File: src/rtl/cuet_pkg.sv
// Package for the closure update and error tracker.
// Holds payload structs, register indexes, closure codes and fixed-point constants.
// No dependencies.
package cuet_pkg;

   localparam int FracBits = 24;
   localparam logic signed [32:0] FxOne = 33'sd16777216;
   localparam logic [31:0] FxEps = 32'd17;
   localparam logic [30:0] Sat31 = 31'h7FFF_FFFF;
   localparam logic [31:0] Log2eQ30 = 32'd1549082005;
   localparam logic [31:0] Ln2Q30 = 32'd744261118;

   typedef enum logic [1:0] {
      CLOSURE_HNC = 2'd0,
      CLOSURE_PY  = 2'd1,
      CLOSURE_KH  = 2'd2,
      CLOSURE_RSV = 2'd3
   } closure_type;

   typedef enum logic [1:0] {
      REG_CLOSURE = 2'd0,
      REG_LIMIT   = 2'd1,
      REG_DAMPING = 2'd2,
      REG_UPDATE  = 2'd3
   } reg_index_type;

   typedef struct packed {
      logic signed [31:0] t_value;
      logic signed [31:0] short_potential;
      logic signed [31:0] c_old;
      logic pair_enabled;
      logic last_point;
      logic new_sweep;
   } req_type;

   typedef struct packed {
      logic signed [31:0] c_new;
      logic signed [31:0] residual;
      logic signed [31:0] slope;
      logic pair_done;
      logic [30:0] pair_rel_error;
      logic [9:0] worst_index;
      logic [30:0] sweep_rel_error;
   } rsp_type;

   // classified command between front and back
   typedef struct packed {
      req_type req;
      logic use_py;
      logic use_kh_pos;
      logic signed [32:0] exp_arg;
   } cmd_type;

endpackage

File: src/rtl/cuet_front.sv
// Front end: accepts transactions, selects the closure and exponent argument.
// Depends on cuet_pkg. Feeds a two-entry command queue.
module cuet_front (
   input  logic clock,
   input  logic reset,
   input  logic push,
   output logic full,
   input  cuet_pkg::req_type req_data,
   input  logic [1:0] closure_kind,
   output logic cmd_valid,
   output cuet_pkg::cmd_type cmd_data,
   input  logic cmd_pop
);
   import cuet_pkg::*;

   cmd_type q_ff [2];
   cmd_type q_in;
   logic [1:0] cnt_ff;
   logic rd_ff, wr_ff;
   logic do_push, do_pop;
   logic signed [32:0] delta;

   assign full = (cnt_ff == 2'd2);
   assign do_push = push && !full;
   assign do_pop = cmd_pop && cmd_valid;
   assign cmd_valid = (cnt_ff != 2'd0);
   assign cmd_data = q_ff[rd_ff];

   always_comb begin
      delta = 33'(req_data.t_value) - 33'(req_data.short_potential);
      q_in.req = req_data;
      q_in.use_py = (closure_kind == CLOSURE_PY);
      q_in.use_kh_pos = (closure_kind == CLOSURE_KH) && (delta > 0);
      q_in.exp_arg = q_in.use_py ? -33'(req_data.short_potential) : delta;
   end

   always_ff @(posedge clock) begin
      if (do_push) q_ff[wr_ff] <= q_in;
      if (reset) begin
         cnt_ff <= '0;
         rd_ff <= 1'b0;
         wr_ff <= 1'b0;
      end else begin
         if (do_push) wr_ff <= !wr_ff;
         if (do_pop) rd_ff <= !rd_ff;
         cnt_ff <= cnt_ff + 2'(do_push) - 2'(do_pop);
      end
   end

   a_cnt_bound: assert property (@(posedge clock) disable iff (reset) cnt_ff <= 2'd2)
      else $error("queue overfull");
   a_no_push_full: assert property (@(posedge clock) disable iff (reset)
      full |=> cnt_ff != 2'd0) else $error("full dropped to empty");
   a_pop_valid: assert property (@(posedge clock) disable iff (reset)
      (cnt_ff == 2'd0) |-> !cmd_valid) else $error("valid while empty");
endmodule

File: config.mk
export PLATFORM = sky130hd
export DESIGN_NAME = cuet_front
export DESIGN_NICKNAME = d
export VERILOG_FILES = /design/src/rtl/cuet_pkg.sv /design/src/rtl/cuet_front.sv
export SDC_FILE = /design/constraint.sdc
export NUM_CORES = 1
export LEC_CHECK = 0
export BUFFER_PORTS_ARGS = -buffer_cell sky130_fd_sc_hd__buf_4
export CELL_PAD_IN_SITES_DETAIL_PLACEMENT = 2
export CELL_PAD_IN_SITES_GLOBAL_PLACEMENT = 2
export CORE_ASPECT_RATIO = 2
export CORE_UTILIZATION = 30
export CTS_BUF_LIST = sky130_fd_sc_hd__clkbuf_8
export DETAILED_ROUTE_END_ITERATION = 10
export GPL_ROUTABILITY_DRIVEN = 0
export HOLD_SLACK_MARGIN = 0.15
export PLACE_DENSITY = 0.63
export SYNTH_ARGS = -nofsm -noshare
export SYNTH_HDL_FRONTEND = slang
export SYNTH_SLANG_ARGS = --single-unit
File: constraint.sdc
create_clock -name clock -period 9.4 [get_ports clock]
set_input_delay 0.47 -clock clock [delete_from_list [all_inputs] [get_ports clock]]
set_output_delay 0.47 -clock clock [all_outputs]
set_load 0.03 [all_outputs]
==> results.txt <==
Run status: completed
TritonCTS Sinks: 273
CP most frequent cell: sky130_fd_sc_hd__a31oi_1
Max Cap Viol: 0
Seq/Total Area, Yosys: 63.7%
Worst-path clk slew: 0.06 ns
Total grt overflow: 0
Wire length of the first global-routing pass: 60000 microns
Post-route fraction of the period consumed by the critical path: 45.0%
Total iterations of the first detailed-routing run: 4
Max Fclk: 237 MHz
Number of placed cells counting well taps: 1667
FFs w/ async S/R, synth: 0%
Final hold violation count: 0
Net count, final: 1411
Initial Util: 30.5%
Finish-stage setup viols: 0
Core box area: 41900 sq um
Die footprint: 43500 sq um
Number of nets with antenna violations after routing: 0
Area growth from synthesis to layout: 32.7%
Actual slew at the worst max-slew pin: 1.06 ns
Crit path capture type: flip-flop
Average via count per standard cell: 4.88
Reg2reg setup slack: 7.02 ns
TritonCTS clock tree: done
Syn Area/Cell: 14.1 sq um
Total leakage power: 6.36 nW
Number of CTS-inserted buffers: 42
Crit-path cells: dlygate4sd3_1, buf_4, ha_1, fa_1, nor2b_1, o211ai_1, a211o_1, o41ai_1, a31oi_1, o21a_1, xnor2_1, nor4_1, a31oi_1
Pwr dens: 238 nW/um^2
Synthesized net count: 1050
Number of synthesized flops with an enable pin: 268
Slowest stage cell on the critical path: sky130_fd_sc_hd__o41ai_1
Maximum vdd ir drop: 0.141 mV
Worst hold path type: input port to flip-flop
Number of buffers between clock root and the deepest sink: 3
Combined area of all synthesized cells: 12800 sq um
Cell depth of the worst min-delay path: 1
Initial antenna violation count: 1
Vias post-DR: 8973
Flip-flop and latch count after synthesis: 273
Die Height: 294 microns
Number of input and output port buffers inserted: 240
Pin count of the biggest net entering global routing: 76
Clk root buf: sky130_fd_sc_hd__clkbuf_8
Post-CTS repair timing setup buffer count: 0
Count of distinct cell types in the synthesized netlist: 65
Total power consumption of the routed design: 4.05 mW
Num ports: 241
Most common cell after layout, fill and taps aside: sky130_fd_sc_hd__edfxtp_1
Clk Latency, worst-skew pair: 0.60 ns
DRC violation total after the first TritonRoute iteration: 263
Classification of the worst setup path: input port to flip-flop
Unrepaired setup endpoints after global routing: no
Number of standard cells in the layout, taps in and fillers out: 1838
Overall Global Routing Usage: 18.5%
Nature of the critical path startpoint: input port
Synthesized instance count: 909
CP arrival: 4.56 ns
Layout cells sized above 1: 34.8%
Worst rel slew slack: 29.1%
Data required time at the worst endpoint: 9.73 ns
Depth of the CTS H-tree: 2
Commonest cells after routing, fill and taps aside: 268 x sky130_fd_sc_hd__edfxtp_1, 248 x sky130_fd_sc_hd__buf_4, 134 x sky130_fd_sc_hd__mux2_2
# DRC: 0
Cell count of the worst reg-to-reg path: 5
Via count of the first global-routing pass: 10300
Per-cell routed wire length: 21.8 microns
Max incr delay on CP: 0.82 ns
Final critical path time including I/O delays and setup: 4.23 ns
Pins over their slew limit: 0
Post-detailed-routing wire length: 40000 microns
Max FO, Critical Path: 7
Synth warnings: 0
Most frequently used flop master after synthesis: sky130_fd_sc_hd__edfxtp_1
Skew final: 0.0527 ns
Detail Placement HPWL: 29100 microns
Horizontal extent of the die: 148 microns
Row cnt: 106
Setup TNS: 0 ns
-- cells by family after synthesis --
| group | Yosys count | synth area share (%) |
|---|---|---|
| adder cells (fa/ha/maj) | 36 | 3.58 |
| multiplexers | 138 | 12.2 |
| AND/OR/NAND/NOR | 189 | 7.81 |
| XOR/XNOR | 46 | 3.15 |
| AO/OA/AOI/OAI | 153 | 7.42 |
| flip-flops | 273 | 63.7 |
| buffers and inverters | 74 | 2.17 |
-- flip-flops by register name (all words and copies together), names as in the netlist, named ones only --
signal  count
rd_ff       1
q_ff      268
cnt_ff      2
wr_ff       1
-- synthesized netlist by cell type, drive strengths merged, types with 4 or more instances --
master / count / area (sq um)
edfxtp: 268 / 8050
mux2: 135 / 1520
nand2: 60 / 225
o21ai: 49 / 245
inv: 43 / 161
a21oi: 41 / 205
ha: 35 / 438
nor2: 35 / 131
xnor2: 35 / 307
clkbuf: 29 / 109
nand4: 19 / 125
nand3: 16 / 80.1
nor3: 12 / 76.3
xor2: 11 / 96.3
a31oi: 7 / 43.8
nand2b: 7 / 51.3
o21a: 7 / 52.6
o31ai: 7 / 52.6
or3: 7 / 43.8
nor2b: 6 / 37.5
nor4: 6 / 67.6
and3: 5 / 31.3
dfxtp: 5 / 100
o2111ai: 5 / 43.8
o211ai: 5 / 37.5
or4: 5 / 45.0
a211oi: 4 / 30.0
-- metal layers --
metal | global-route usage [%] | vias up | routed length [microns]
met3 | 2.28 | 92 | 1320
met5 | 0 | - | 0
met4 | 9.83 | 0 | 1990
met2 | 37.9 | 234 | 23200
li1 | - | 4192 | -
met1 | 17.0 | 4455 | 13500
-- critical path: cells and delay by family --
family	cells	cell delay (ns)
AO/OA/AOI/OAI	6	2.04
XOR/XNOR	1	0.15
buffers and inverters	2	0.72
AND/OR/NAND/NOR	2	0.53
adder cells (fa/ha/maj)	2	0.65
-- report_power, final --
| group | internal (mW) | switching (mW) | leakage [nW] |
|---|---|---|---|
| Combinational | 0.572 | 0.904 | 3.38 |
| Sequential | 1.57 | 0.0736 | 2.55 |
| Clock | 0.447 | 0.480 | 0.436 |
| Total | 2.59 | 1.46 | 6.36 |
-- final timing paths --
check / start / endpoint
max: req_data[35] / q_ff[1][33]
min: req_data[48] / q_ff[1][83]
max reg2reg: cnt_ff[0] / q_ff[0][119]
min reg2reg: rd_ff / rd_ff
-- cell type report --
| class | instances | area, sq um |
|---|---|---|
| fillers | 4327 | 24900 |
| flip-flops and latches | 273 | 8150 |
| multi-input cells | 562 | 4370 |
| repair buffers | 347 | 2850 |
| well taps | 540 | 676 |
| clock buffers | 42 | 578 |
| clock inverters | 29 | 166 |
| inverters | 44 | 165 |
| diodes | 1 | 2.50 |
-- stage by stage --
stage	setup slack [ns]	instance area (sq um)	hold WS, ns	util [%]
2_1_floorplan	2.64	12800	0.481	-
3_3_place_gp	5.23	15200	0.497	36.3
3_5_place_dp	5.18	15200	0.524	36.3
4_1_cts	5.23	17000	0.176	40.5
5_1_grt	4.89	17000	0.184	40.5
6_report	5.17	17000	0.206	40.5
-- repair_timing --
action                    CTS  global route
resized for setup           0             0
hold endpoints to repair  201             0
hold buffers               99             0
Note: power is estimated with default switching activity, not from simulation.
